<file path="config.mk">
export PLATFORM = sky130hd
export DESIGN_NAME = compacting_list_table
export DESIGN_NICKNAME = d
export VERILOG_FILES = /design/src/rtl/clt_pkg.sv /design/src/rtl/clt_cell.sv /design/src/rtl/clt_ctrl.sv /design/src/rtl/compacting_list_table.sv
export SDC_FILE = /design/constraint.sdc
export NUM_CORES = 1
export LEC_CHECK = 0
export BUFFER_PORTS_ARGS = -buffer_cell sky130_fd_sc_hd__buf_4
export CORE_ASPECT_RATIO = 1.5
export CORE_UTILIZATION = 59
export DETAILED_ROUTE_END_ITERATION = 16
export MAX_ROUTING_LAYER = met4
export PLACE_DENSITY = 0.76
export SYNTH_ARGS = -nofsm -noshare
export SYNTH_HDL_FRONTEND = slang
export SYNTH_SLANG_ARGS = --single-unit
</file>
<file path="constraint.sdc">
create_clock -name clk -period 8 [get_ports clk]
set_clock_uncertainty 0.1 [all_clocks]
set_input_delay 0.4 -clock clk [delete_from_list [all_inputs] [get_ports clk]]
set_output_delay 0.4 -clock clk [all_outputs]
set_load 0.005 [all_outputs]
</file>
<file path="src/rtl/clt_pkg.sv">
// ----------------------------------------------------------------------------
// Compacting list table package
// Operation codes, status codes, cell commands and controller states shared
// by the list controller, the storage cells and the top level.
// ----------------------------------------------------------------------------
package clt_pkg;

    // Operation codes carried in the mode field of an input word.
    localparam logic [2:0] MODE_APPEND = 3'd0;
    localparam logic [2:0] MODE_REMOVE = 3'd1;
    localparam logic [2:0] MODE_SEARCH = 3'd2;
    localparam logic [2:0] MODE_READ   = 3'd3;
    localparam logic [2:0] MODE_CLEAR  = 3'd4;

    // Status codes carried in the status field of an output word.
    localparam logic [1:0] STAT_OK    = 2'd0;
    localparam logic [1:0] STAT_FULL  = 2'd1;
    localparam logic [1:0] STAT_RANGE = 2'd2;
    localparam logic [1:0] STAT_MISS  = 2'd3;

    // Command broadcast from the controller to every storage cell.
    typedef enum logic [1:0] {
        CELL_HOLD   = 2'd0,
        CELL_APPEND = 2'd1,
        CELL_REMOVE = 2'd2,
        CELL_ROTATE = 2'd3
    } cell_op_t;

    // Controller states.
    typedef enum logic [2:0] {
        ST_IDLE = 3'b001,
        ST_SCAN = 3'b010,
        ST_DONE = 3'b100
    } state_t;

endpackage

</file>
<file path="src/rtl/clt_cell.sv">
// ----------------------------------------------------------------------------
// Compacting list table storage cell
// Holds one list entry and takes a new word from the input or from its
// right-hand neighbor as the broadcast command says.
// ----------------------------------------------------------------------------
module clt_cell #(
    parameter int DATA_WIDTH = 32,
    parameter int IDX_W      = 4,
    parameter int CNT_W      = 5,
    parameter int MY_IDX     = 0
) (
    input  logic                  clk,
    input  clt_pkg::cell_op_t     op,
    input  logic [IDX_W-1:0]      index,
    input  logic [CNT_W-1:0]      count,
    input  logic [DATA_WIDTH-1:0] value,
    input  logic [DATA_WIDTH-1:0] nbr,
    output logic [DATA_WIDTH-1:0] entry
);
    import clt_pkg::*;

    localparam logic [CNT_W-1:0] POS_CNT = CNT_W'(MY_IDX);
    localparam logic [IDX_W-1:0] POS_IDX = IDX_W'(MY_IDX);

    logic [DATA_WIDTH-1:0] entry_reg;
    logic [DATA_WIDTH-1:0] entry_next;

    always_comb
    begin
        entry_next = entry_reg;
        unique case (op)
            CELL_HOLD:
            begin
                entry_next = entry_reg;
            end
            CELL_APPEND:
            begin
                // Only the first free slot takes the new word.
                if (count == POS_CNT)
                begin
                    entry_next = value;
                end
            end
            CELL_REMOVE:
            begin
                // Every slot at or above the removed one moves down by one place.
                if (POS_IDX >= index)
                begin
                    entry_next = nbr;
                end
            end
            CELL_ROTATE:
            begin
                entry_next = nbr;
            end
            default:
            begin
                entry_next = entry_reg;
            end
        endcase
    end

    always_ff @(posedge clk)
    begin
        entry_reg <= entry_next;
    end

    assign entry = entry_reg;

endmodule

</file>
<file path="src/rtl/clt_ctrl.sv">
// ----------------------------------------------------------------------------
// Compacting list table controller
// Decodes requests, keeps the entry count, steps the cell chain through a
// full rotation for search and read, and buffers results toward the output.
// ----------------------------------------------------------------------------
module clt_ctrl #(
    parameter int DEPTH      = 16,
    parameter int DATA_WIDTH = 32,
    parameter int IDX_W      = 4,
    parameter int CNT_W      = 5
) (
    input  logic                  clk,
    input  logic                  rst_n,
    input  logic                  in_valid,
    output logic                  in_ready,
    input  logic [2:0]            mode,
    input  logic [DATA_WIDTH-1:0] value,
    input  logic [IDX_W-1:0]      index,
    output logic                  out_valid,
    input  logic                  out_ready,
    output logic [1:0]            status,
    output logic [IDX_W-1:0]      position,
    output logic [DATA_WIDTH-1:0] read_data,
    output logic [CNT_W-1:0]      count,
    input  logic [DATA_WIDTH-1:0] head,
    output clt_pkg::cell_op_t     cell_op,
    output logic [IDX_W-1:0]      cell_index,
    output logic [CNT_W-1:0]      cell_count,
    output logic [DATA_WIDTH-1:0] cell_value
);
    import clt_pkg::*;

    localparam logic [IDX_W-1:0] LAST_STEP = IDX_W'(DEPTH - 1);
    localparam logic [CNT_W-1:0] FULL_CNT  = CNT_W'(DEPTH);

    state_t                state_reg, state_next;
    logic [CNT_W-1:0]      count_reg, count_next;

    // Scan working registers.
    logic [IDX_W-1:0]      step_reg, step_next;
    logic                  found_reg, found_next;
    logic [IDX_W-1:0]      hit_pos_reg, hit_pos_next;
    logic [DATA_WIDTH-1:0] rd_reg, rd_next;
    logic [2:0]            op_mode_reg, op_mode_next;
    logic [DATA_WIDTH-1:0] key_reg, key_next;
    logic [IDX_W-1:0]      sel_reg, sel_next;

    // Pending result and output register.
    logic                  pend_valid_reg;
    logic [1:0]            pend_status_reg;
    logic [IDX_W-1:0]      pend_pos_reg;
    logic [DATA_WIDTH-1:0] pend_rd_reg;
    logic [CNT_W-1:0]      pend_count_reg;
    logic                  out_valid_reg;
    logic [1:0]            out_status_reg;
    logic [IDX_W-1:0]      out_pos_reg;
    logic [DATA_WIDTH-1:0] out_rd_reg;
    logic [CNT_W-1:0]      out_count_reg;

    logic                  out_free;
    logic                  pend_free;
    logic                  accept;
    logic                  res_load;
    logic [1:0]            res_status;
    logic [IDX_W-1:0]      res_pos;
    logic [DATA_WIDTH-1:0] res_rd;

    assign out_free  = !out_valid_reg || out_ready;
    assign pend_free = !pend_valid_reg || out_free;
    assign in_ready  = (state_reg == ST_IDLE) && pend_free;
    assign accept    = in_valid && in_ready;

    always_comb
    begin
        state_next   = state_reg;
        count_next   = count_reg;
        step_next    = step_reg;
        found_next   = found_reg;
        hit_pos_next = hit_pos_reg;
        rd_next      = rd_reg;
        op_mode_next = op_mode_reg;
        key_next     = key_reg;
        sel_next     = sel_reg;
        cell_op      = CELL_HOLD;
        res_load     = 1'b0;
        res_status   = STAT_OK;
        res_pos      = '0;
        res_rd       = '0;

        unique case (state_reg)
            ST_IDLE:
            begin
                if (accept)
                begin
                    unique case (mode)
                        MODE_APPEND:
                        begin
                            res_load = 1'b1;
                            if (count_reg != FULL_CNT)
                            begin
                                cell_op    = CELL_APPEND;
                                count_next = count_reg + CNT_W'(1);
                            end
                            else
                            begin
                                res_status = STAT_FULL;
                            end
                        end
                        MODE_REMOVE:
                        begin
                            res_load = 1'b1;
                            if (CNT_W'(index) < count_reg)
                            begin
                                cell_op    = CELL_REMOVE;
                                count_next = count_reg - CNT_W'(1);
                            end
                            else
                            begin
                                res_status = STAT_RANGE;
                            end
                        end
                        MODE_SEARCH, MODE_READ:
                        begin
                            state_next   = ST_SCAN;
                            step_next    = '0;
                            found_next   = 1'b0;
                            hit_pos_next = '0;
                            rd_next      = '0;
                            op_mode_next = mode;
                            key_next     = value;
                            sel_next     = index;
                        end
                        MODE_CLEAR:
                        begin
                            res_load   = 1'b1;
                            count_next = '0;
                        end
                        default:
                        begin
                            res_load = 1'b1;
                        end
                    endcase
                end
            end
            ST_SCAN:
            begin
                // The entry at position step_reg sits in the head cell now.
                cell_op   = CELL_ROTATE;
                step_next = step_reg + IDX_W'(1);
                if (op_mode_reg == MODE_SEARCH)
                begin
                    if (!found_reg && (CNT_W'(step_reg) < count_reg) && (head == key_reg))
                    begin
                        found_next   = 1'b1;
                        hit_pos_next = step_reg;
                    end
                end
                else if ((step_reg == sel_reg) && (CNT_W'(sel_reg) < count_reg))
                begin
                    rd_next = head;
                end
                if (step_reg == LAST_STEP)
                begin
                    state_next = ST_DONE;
                end
            end
            ST_DONE:
            begin
                if (pend_free)
                begin
                    res_load   = 1'b1;
                    state_next = ST_IDLE;
                    if (op_mode_reg == MODE_SEARCH)
                    begin
                        res_status = found_reg ? STAT_OK : STAT_MISS;
                        res_pos    = hit_pos_reg;
                    end
                    else
                    begin
                        res_status = (CNT_W'(sel_reg) < count_reg) ? STAT_OK : STAT_RANGE;
                        res_rd     = rd_reg;
                    end
                end
            end
            default:
            begin
                state_next = ST_IDLE;
            end
        endcase
    end

    assign cell_index = index;
    assign cell_count = count_reg;
    assign cell_value = value;

    always_ff @(posedge clk or negedge rst_n)
    begin
        if (!rst_n)
        begin
            state_reg      <= ST_IDLE;
            count_reg      <= '0;
            pend_valid_reg <= 1'b0;
            out_valid_reg  <= 1'b0;
        end
        else
        begin
            state_reg      <= state_next;
            count_reg      <= count_next;
            pend_valid_reg <= res_load || (pend_valid_reg && !out_free);
            if (out_free)
            begin
                out_valid_reg <= pend_valid_reg;
            end
        end
    end

    always_ff @(posedge clk)
    begin
        step_reg    <= step_next;
        found_reg   <= found_next;
        hit_pos_reg <= hit_pos_next;
        rd_reg      <= rd_next;
        op_mode_reg <= op_mode_next;
        key_reg     <= key_next;
        sel_reg     <= sel_next;
        if (res_load)
        begin
            pend_status_reg <= res_status;
            pend_pos_reg    <= res_pos;
            pend_rd_reg     <= res_rd;
            pend_count_reg  <= count_next;
        end
        if (out_free && pend_valid_reg)
        begin
            out_status_reg <= pend_status_reg;
            out_pos_reg    <= pend_pos_reg;
            out_rd_reg     <= pend_rd_reg;
            out_count_reg  <= pend_count_reg;
        end
    end

    assign out_valid = out_valid_reg;
    assign status    = out_status_reg;
    assign position  = out_pos_reg;
    assign read_data = out_rd_reg;
    assign count     = out_count_reg;

    a_count_bound: assert property (@(posedge clk) disable iff (!rst_n)
        count_reg <= FULL_CNT)
        else $error("entry count exceeds depth");

    a_scan_runs: assert property (@(posedge clk) disable iff (!rst_n)
        (state_reg == ST_SCAN && step_reg != LAST_STEP) |=> (state_reg == ST_SCAN))
        else $error("scan left before a full rotation");

    a_count_frozen: assert property (@(posedge clk) disable iff (!rst_n)
        (state_reg != ST_IDLE) |=> $stable(count_reg))
        else $error("count changed during a scan");

    a_pend_kept: assert property (@(posedge clk) disable iff (!rst_n)
        (pend_valid_reg && !out_free) |=> pend_valid_reg)
        else $error("pending result lost");

    a_no_overwrite: assert property (@(posedge clk) disable iff (!rst_n)
        res_load |-> pend_free)
        else $error("result loaded over a pending result");

endmodule

</file>
<file path="src/rtl/compacting_list_table.sv">
// ----------------------------------------------------------------------------
// Compacting list table
// A fixed-depth list of words in insertion order with append, remove,
// search, read and clear, built as a ring of storage cells.
// ----------------------------------------------------------------------------
//
//   Channel   Handshake               Word contents
//   -------   ---------------------   ------------------------------------
//   input     in_valid / in_ready     mode, value, index
//   output    out_valid / out_ready   status, position, read_data, count
//
// Append, remove, clear and the unused modes load their result in the
// accepting cycle; back to back words of these kinds are accepted every
// cycle while the pending register is free. For search and read, the
// accepting cycle is followed by a scan, in which the cell ring rotates
// once around presenting one entry per cycle at the head cell, and by a
// done state that loads the result; the input is held off until that load.
// Reset clears the entry count and all handshake state; the entries are not
// cleared and need no clearing pass, since only entries below the count are
// ever reported.
// A result waits in a pending register and then in the output register, so
// a stalled output still lets one further word in before the input stalls.
// ----------------------------------------------------------------------------
module compacting_list_table #(
    parameter int DEPTH      = 16,
    parameter int DATA_WIDTH = 32
) (
    input  logic                          clk,
    input  logic                          rst_n,
    input  logic                          in_valid,
    output logic                          in_ready,
    input  logic [2:0]                    mode,
    input  logic [DATA_WIDTH-1:0]         value,
    input  logic [$clog2(DEPTH)-1:0]      index,
    output logic                          out_valid,
    input  logic                          out_ready,
    output logic [1:0]                    status,
    output logic [$clog2(DEPTH)-1:0]      position,
    output logic [DATA_WIDTH-1:0]         read_data,
    output logic [$clog2(DEPTH+1)-1:0]    count
);
    import clt_pkg::*;

    localparam int IDX_W = $clog2(DEPTH);
    localparam int CNT_W = $clog2(DEPTH + 1);

    // Command and operands broadcast to every cell.
    cell_op_t              cell_op;
    logic [IDX_W-1:0]      cell_index;
    logic [CNT_W-1:0]      cell_count;
    logic [DATA_WIDTH-1:0] cell_value;

    // Contents of each cell; cell 0 is the head of the list.
    logic [DATA_WIDTH-1:0] entry [DEPTH];

    clt_ctrl #(
        .DEPTH      (DEPTH),
        .DATA_WIDTH (DATA_WIDTH),
        .IDX_W      (IDX_W),
        .CNT_W      (CNT_W)
    ) u_ctrl (
        .clk        (clk),
        .rst_n      (rst_n),
        .in_valid   (in_valid),
        .in_ready   (in_ready),
        .mode       (mode),
        .value      (value),
        .index      (index),
        .out_valid  (out_valid),
        .out_ready  (out_ready),
        .status     (status),
        .position   (position),
        .read_data  (read_data),
        .count      (count),
        .head       (entry[0]),
        .cell_op    (cell_op),
        .cell_index (cell_index),
        .cell_count (cell_count),
        .cell_value (cell_value)
    );

    // Each cell takes its right-hand neighbor's word on a remove or a
    // rotation; the last cell wraps around to the head so that a full
    // rotation puts every entry back where it started.
    for (genvar i = 0; i < DEPTH; i++)
    begin : g_cell
        clt_cell #(
            .DATA_WIDTH (DATA_WIDTH),
            .IDX_W      (IDX_W),
            .CNT_W      (CNT_W),
            .MY_IDX     (i)
        ) u_cell (
            .clk   (clk),
            .op    (cell_op),
            .index (cell_index),
            .count (cell_count),
            .value (cell_value),
            .nbr   (entry[(i + 1) % DEPTH]),
            .entry (entry[i])
        );
    end

endmodule
</file>
# Yosys cells after proc, flatten, opt, wreduce, memory -nomap -nowiden
# Cells that the tools add are included.
classes:
  muxes: 92
  bitwise_logic: 3
  n_addsub: 3
  reduce_logical: 42
  order_cmp: 19
  eq_ne: 70
op_table:
  columns: ["cell", "count"]
  rows:
  - ["32-bit case mux with 3 select lines", 16]
  - ["32-bit two-way mux", 36]
  - ["2-bit by 1-bit inequality test with 1-bit output (second input constant)", 38]
  - ["32-bit case mux with 2 select lines", 1]
  - ["3-bit AND reduction", 19]
  - ["5-bit by 4-bit == test with 1-bit output (second input constant)", 8]
  - ["32-bit == test", 1]
  - ["4-bit >= comparator (first input constant)", 8]
  - ["5-bit by 3-bit == test with 1-bit output (second input constant)", 4]
  - ["5-bit two-way mux", 4]
  - ["3-bit by 4-bit >= comparator with 1-bit output (first input constant)", 4]
  - ["2-bit two-way mux", 8]
  - ["4-bit two-way mux", 4]
  - ["2-bit case mux with 2 select lines", 4]
  - ["4-bit case mux with 2 select lines", 2]
  - ["4-bit by 5-bit < comparator with 1-bit output", 3]
  - ["5-bit case mux with 3 select lines", 1]
  - ["3-bit by 2-bit == test with 1-bit output (second input constant)", 4]
  - ["3-bit two-way mux", 4]
  - ["5-bit by 2-bit == test with 1-bit output (second input constant)", 2]
  - ["5-bit AND reduction", 2]
  - ["1-bit two-way mux", 9]
  - ["3-bit case mux with 3 select lines", 1]
  - ["1-bit by 4-bit >= comparator with 1-bit output (first input constant)", 2]
  - ["other kinds (25)", 44]
word_totals:
  output_inout_bits: 45
  elab_cells: 264
  inputBits: 43
  register_bits: 688

# Logic depth before layout (Yosys ltp)
logic_depth:
  ltp_word: 10
  mapped_depth: 11
  mapped_depth_nobuf: 7

# Hierarchy
# A second synthesis with hierarchy kept.
hier_totals:
  cells_unflattened: 1623
  hier_area_um2: 31820.5
by_module_without_submodules:
  columns: ["module", "cells_per_inst", "area_each_um2", "instances", "seq_area_each_um2"]
  rows:
  - ["clt_ctrl", 465, 7302.0, 1, 5236.3]
  - ["clt_cell at g_cell[12].u_cell ...", 73, 1535.2, 2, 960.9]
  - ["clt_cell at g_cell[13].u_cell ...", 72, 1534.0, 2, 960.9]
  - ["clt_cell at g_cell[6].u_cell ...", 73, 1534.0, 2, 960.9]
  - ["clt_cell at g_cell[3].u_cell ...", 71, 1527.7, 2, 960.9]
  - ["clt_cell at g_cell[10].u_cell", 74, 1539.0, 1, 960.9]
  - ["clt_cell at g_cell[4].u_cell", 73, 1539.0, 1, 960.9]
  - ["clt_cell at g_cell[14].u_cell", 74, 1536.5, 1, 960.9]
  - ["clt_cell at g_cell[5].u_cell", 73, 1532.7, 1, 960.9]
  - ["clt_cell at g_cell[0].u_cell", 73, 1530.2, 1, 960.9]
  - ["clt_cell at g_cell[1].u_cell", 72, 1530.2, 1, 960.9]
  - ["clt_cell at g_cell[11].u_cell", 71, 1529.0, 1, 960.9]
  - ["clt_cell at g_cell[15].u_cell", 70, 1520.2, 1, 960.9]

# Worst setup path before layout
# No wires, ideal clock.
synth_timing:
  path_type: "register to register"
  from: "reg u_ctrl.count_reg[2], in the netlist u_ctrl.cell_count[2]"
  to: "reg g_cell[0].u_cell.entry_reg[0] (enable)"
  path_stages_with_launch: 10
  t_arrival_ns: 4.411
  slack_ns: 3.014
  synth_period_minus_slack_ns: 4.986
  path_buffers: 2
  required_time_ns: 7.426
  setup_time_ns: 0.474
  cell_sequence: "dfrtp_1 -> clkbuf_1 -> inv_1 -> ha_1 -> o21a_1 -> nor2_1 -> o31ai_4 -> buf_6 -> nor2_2 -> a221oi_1"
synth_between:
  elab_chain_len: 8
  elab_cells_between_ends: 15
synth_lines:
  columns: ["element", "line_no", "text"]
  rows:
  - ["start, declared", "clt_ctrl.sv:37", "logic [CNT_W-1:0] count_reg, count_next;"]
  - ["start signal, assigned", "clt_ctrl.sv:208", "count_reg <= count_next;"]
  - ["4-bit by 5-bit < comparator with 1-bit output or 5-bit inequality test (tied branches)", "clt_ctrl.sv:112, clt_ctrl.sv:99", null]
  - ["2-bit two-way mux or 1-bit two-way mux (tied branches)", "clt_ctrl.sv:112, clt_ctrl.sv:99", null]
  - ["2-bit case mux with 2 select lines", "clt_ctrl.sv:95", "unique case (mode)"]
  - ["2-bit two-way mux", "clt_ctrl.sv:93", "if (accept)"]
  - ["2-bit case mux with 2 select lines", "clt_ctrl.sv:90", "unique case (state_reg)"]
  - ["2-bit == test (tied with other cells)", "clt_cell.sv:31", "unique case (op)"]
  - ["2-bit by 1-bit inequality test with 1-bit output (no source line) or 1-bit inverter (tied branches)", null, null]
  - ["3-bit AND reduction (no source line) (*)", null, null]
  - ["end signal, assigned", "clt_cell.sv:65", "entry_reg <= entry_next;"]
  - ["end, declared", "clt_cell.sv:25", "logic [DATA_WIDTH-1:0] entry_reg;"]
# Every way passes the cells marked *; elsewhere a longest branch is shown, timed or not.
# A chain may end at the register's enable or synchronous reset.

# Worst setup path in the final report
layout_timing:
  from: "reg u_ctrl.count_reg[2], in the netlist u_ctrl.cell_count[2]"
  to: "reg g_cell[10].u_cell.entry_reg[20] (data pin)"
layout_between:
  elab_chain_len: 7
  elab_cells_between_ends: 11
layout_lines:
  columns: ["element", "line_no", "text"]
  rows:
  - ["4-bit by 5-bit < comparator with 1-bit output or 5-bit inequality test (tied branches)", "clt_ctrl.sv:112, clt_ctrl.sv:99", null]
  - ["2-bit two-way mux or 1-bit two-way mux (tied branches)", "clt_ctrl.sv:112, clt_ctrl.sv:99", null]
  - ["2-bit case mux with 2 select lines (*)", "clt_ctrl.sv:95", null]
  - ["2-bit two-way mux (*)", "clt_ctrl.sv:93", null]
  - ["2-bit case mux with 2 select lines (*)", "clt_ctrl.sv:90", null]
  - ["2-bit == test or 2-bit by 1-bit == test with 1-bit output (tied branches)", "clt_cell.sv:31", null]
  - ["32-bit case mux with 3 select lines (*)", "clt_cell.sv:31", null]
  - ["via g_cell[10].u_cell.entry_next[20]", "clt_cell.sv:26", "logic [DATA_WIDTH-1:0] entry_next;"]
  - ["end signal, assigned", "clt_cell.sv:65", null]
  - ["end, declared", "clt_cell.sv:25", null]
# Mark *: on every way through the listed nets, which the timed path passes. The rest lies on a longest branch.

==> impl_metrics.ini <==
[outcome]
status = complete, no violations

[synthesis]
synth_ff_type = edfxtp_1
synth_edf_count = 678
ys_types = 66
ys_seq_area_share_pct = 73.0
syn_inst = 1648
synthesis.nets = 1707
synth_area_um2 = 28300
ys_ff_latch = 688
syn_area_per_cell_um2 = 17.1
synth_warnings = 0
ys_async_sr_fraction_pct = 1.45

[floorplanning]
initial_utilization_pct = 60.2
num_rows = 97
fp.dieW_um = 181
io-pin-count = 88
design.die.area_um2 = 48800
die_y_um = 270
core_um2 = 47000

[placed_design]
place_ws_ps = 3530
gp_congestion = 0.901
dp_hpwl_um = 31300
io_buffers = 87

[detailed_routing]
wl_um = 55700
vias = 14700
drt_iter0_drc = 1454
post-route-drc-count = 0
antenna_left = 0
via_per_inst = 6.16
firstDrtPassIters = 5
wl_per_cell_um = 23.4

[timing]
fmax_mhz = 215
max_slew_margin_pct = 25.4
rsz0062_at_grt = no
fin_ws_ps = 3350
tightest_slew_ps = 1120
finalSetupViolations = 0
final_hold_viol_count = 0
hold_slack_ps = 22.6
finalCritPeriodShare_pct = 58.2
tns_ps = 0
slew_viol_final = 0
layout_min_cycle_time_ps = 4650

[global_routing]
grt_pass1_vias = 14500
grt_pass1_wl_um = 85900
grt.total_usage_pct = 23.9
grt_antenna_before_repair = 0
grt_max_degree = 267
grt.overflow.total = 0

[worst_setup_path]
crit_path_max_fanout = 266
crit_arrival_ps = 5020
r2r_end = g_cell[10].u_cell.entry[20]
cp_common_cell = buf_12
reg2regPathDepth = 10
cp-start-kind = flop
cpMaxStageDelayCell = buf_12
critPathKind = reg -> reg
crit_path_cell_trace = inv_1, ha_1, o21a_1, nor2_1, o31ai_4, buf_4, o21ai_4, buf_12, buf_12, a21o_1
cp-startpoint = u_ctrl.cell_count[2]
endpoint_kind = flop
worst-path-buf-inv = 4
crit_family = buffers and inverters
slowest_delay_ps = 760
cp.required_ps = 8370
r2r_setup_slack_ps = 3350
cp.depth = 10
r2r-start = u_ctrl.cell_count[2]

[finish]
syn_to_final_growth_pct = 10.7
largest_register_ffs = 512
drive_gt1_share_pct = 14.8
fin_nets = 1802
n_antenna_cell = 0

[clock_network]
cts_setup_buffers = 0
clkSlewWorstSetupHoldPaths_ps = 70
ctsResizeCount = 0
clock_latency_ps = 610
htreeDepth = 2
numCtsBuffers = 59
holdBufCountCts = 39
cts_buffer_depth = 3
cts_tree = built
cts.sinks = 688
root_buffer = clkbuf_16

[power]
powerDensity_nw_per_um2 = 257
leakage_nw = 12.9
p_total_mw = 8.04
max-vdd-ir-drop_mv = 0.178

[min_path]
hp-class = in -> reg
hold_start = out_ready
hold_depth = 3
hold_end = u_ctrl.out_valid

[flow_run]
max-cap-violations = 0
where the power goes:
| group | total [mW] | switching (mW) | internal, mW |
|---|---|---|---|
| Combinational | 0.786 | 0.482 | 0.304 |
| Clock | 2.96 | 1.27 | 1.69 |
| Sequential | 4.29 | 0.0860 | 4.21 |
cell families (layout without fill, tap and decap cells):
logic type,after synthesis,in the layout,synth area share [%]
DFF,688,688,73.0
AOI/OAI and AO/OA,605,605,17.0
and+or+nand+nor,169,169,3.60
xor gates and xnor gates,38,38,1.18
muxes,5,5,0.199
buffers and inverters,127,268,4.33
adders and majority gates,16,16,0.709
routing by layer:
metal  vias up  global-route usage, %  wire length (um)  share of wire (%)
met1      7495                   30.9             22600                 41
li1       6579                      -                 -                  -
met3       105                   2.66              2870                5.2
met4         0                   8.28              1690                3.0
met2       493                   39.4             28500                 51
met5         -                      -                 0                  0
synth_stat cells, types with 4 or more instances:
cell | number | share of area [%]
edfxtp_1 | 678 | 72
a21o_1 | 516 | 14
and2_1 | 40 | 0.89
and3_1 | 40 | 0.89
buf_8 | 36 | 1.9
buf_6 | 34 | 1.4
xor2_1 | 29 | 0.90
clkbuf_1 | 26 | 0.35
o211a_4 | 26 | 1.6
buf_2 | 16 | 0.28
ha_1 | 16 | 0.71
nand2_1 | 14 | 0.19
a21oi_1 | 13 | 0.23
nor2_1 | 12 | 0.16
o21ai_0 | 10 | 0.18
dfrtp_1 | 9 | 0.80
inv_1 | 9 | 0.12
nand3_1 | 9 | 0.16
nor4_1 | 9 | 0.20
xnor2_1 | 9 | 0.28
nand2b_1 | 7 | 0.15
nand4_1 | 6 | 0.13
nor3_1 | 6 | 0.11
o211a_1 | 6 | 0.21
mux2_2 | 5 | 0.20
or2_2 | 5 | 0.11
a31oi_1 | 4 | 0.089
buf_12 | 4 | 0.28
cells in the final DEF (no fill, tap or decap), drive strengths merged, types with 3 or more instances in the layout:
master / n
or3: 3
a21oi: 13
nor4: 9
nor2b: 3
a31oi: 4
edfxtp: 678
and2: 40
o21ai: 11
mux2: 5
a21o: 516
or2: 5
nand4: 6
nand3: 9
nand2b: 8
clkbuf: 64
nor3: 7
bufinv: 10
nand3b: 3
and3: 40
xor2: 29
a211o: 3
nand2: 14
nor2: 13
buf: 113
ha: 16
clkinv: 28
dlygate4sd3: 39
dfrtp: 9
xnor2: 9
clkinvlp: 4
o211a: 32
a2bb2oi: 3
inv: 10
area by class of cell:
| class | instances | area (um^2) |
|---|---|---|
| Clock buffer | 64 | 1520 |
| Clock inverter | 43 | 498 |
| Fill cell | 3032 | 15700 |
| Inverter | 9 | 33.8 |
| Multi-Input combinational cell | 833 | 6620 |
| Sequential cell | 688 | 20600 |
| Tap cell | 594 | 743 |
| Timing Repair Buffer | 152 | 1260 |
worst min-delay path, cell delays in order:
cell and delay, ps:
buf_4 80, nand2b_1 120, nand2b_1 70
worst max-delay path by stage:
stage	to	slack, ps
floorplan	g_cell[0].u_cell.entry[0]	3010
global placement	g_cell[14].u_cell.entry[16]	3560
detailed placement	g_cell[15].u_cell.entry[20]	3530
CTS	g_cell[14].u_cell.entry[16]	3510
global route	g_cell[12].u_cell.entry[16]	3090
finish	g_cell[10].u_cell.entry[20]	3350
through the flow:
stage / cell area, um^2 / instances / utilization, %
floorplan: 28300 / 1648 / -
global placement: 28900 / 2237 / 61.5
detailed placement: 28900 / 2237 / 61.5
CTS: 31300 / 2383 / 66.6
global route: 31300 / 2383 / 66.6
finish: 31300 / 2383 / 66.6
Power figures use the tool's default switching activity.
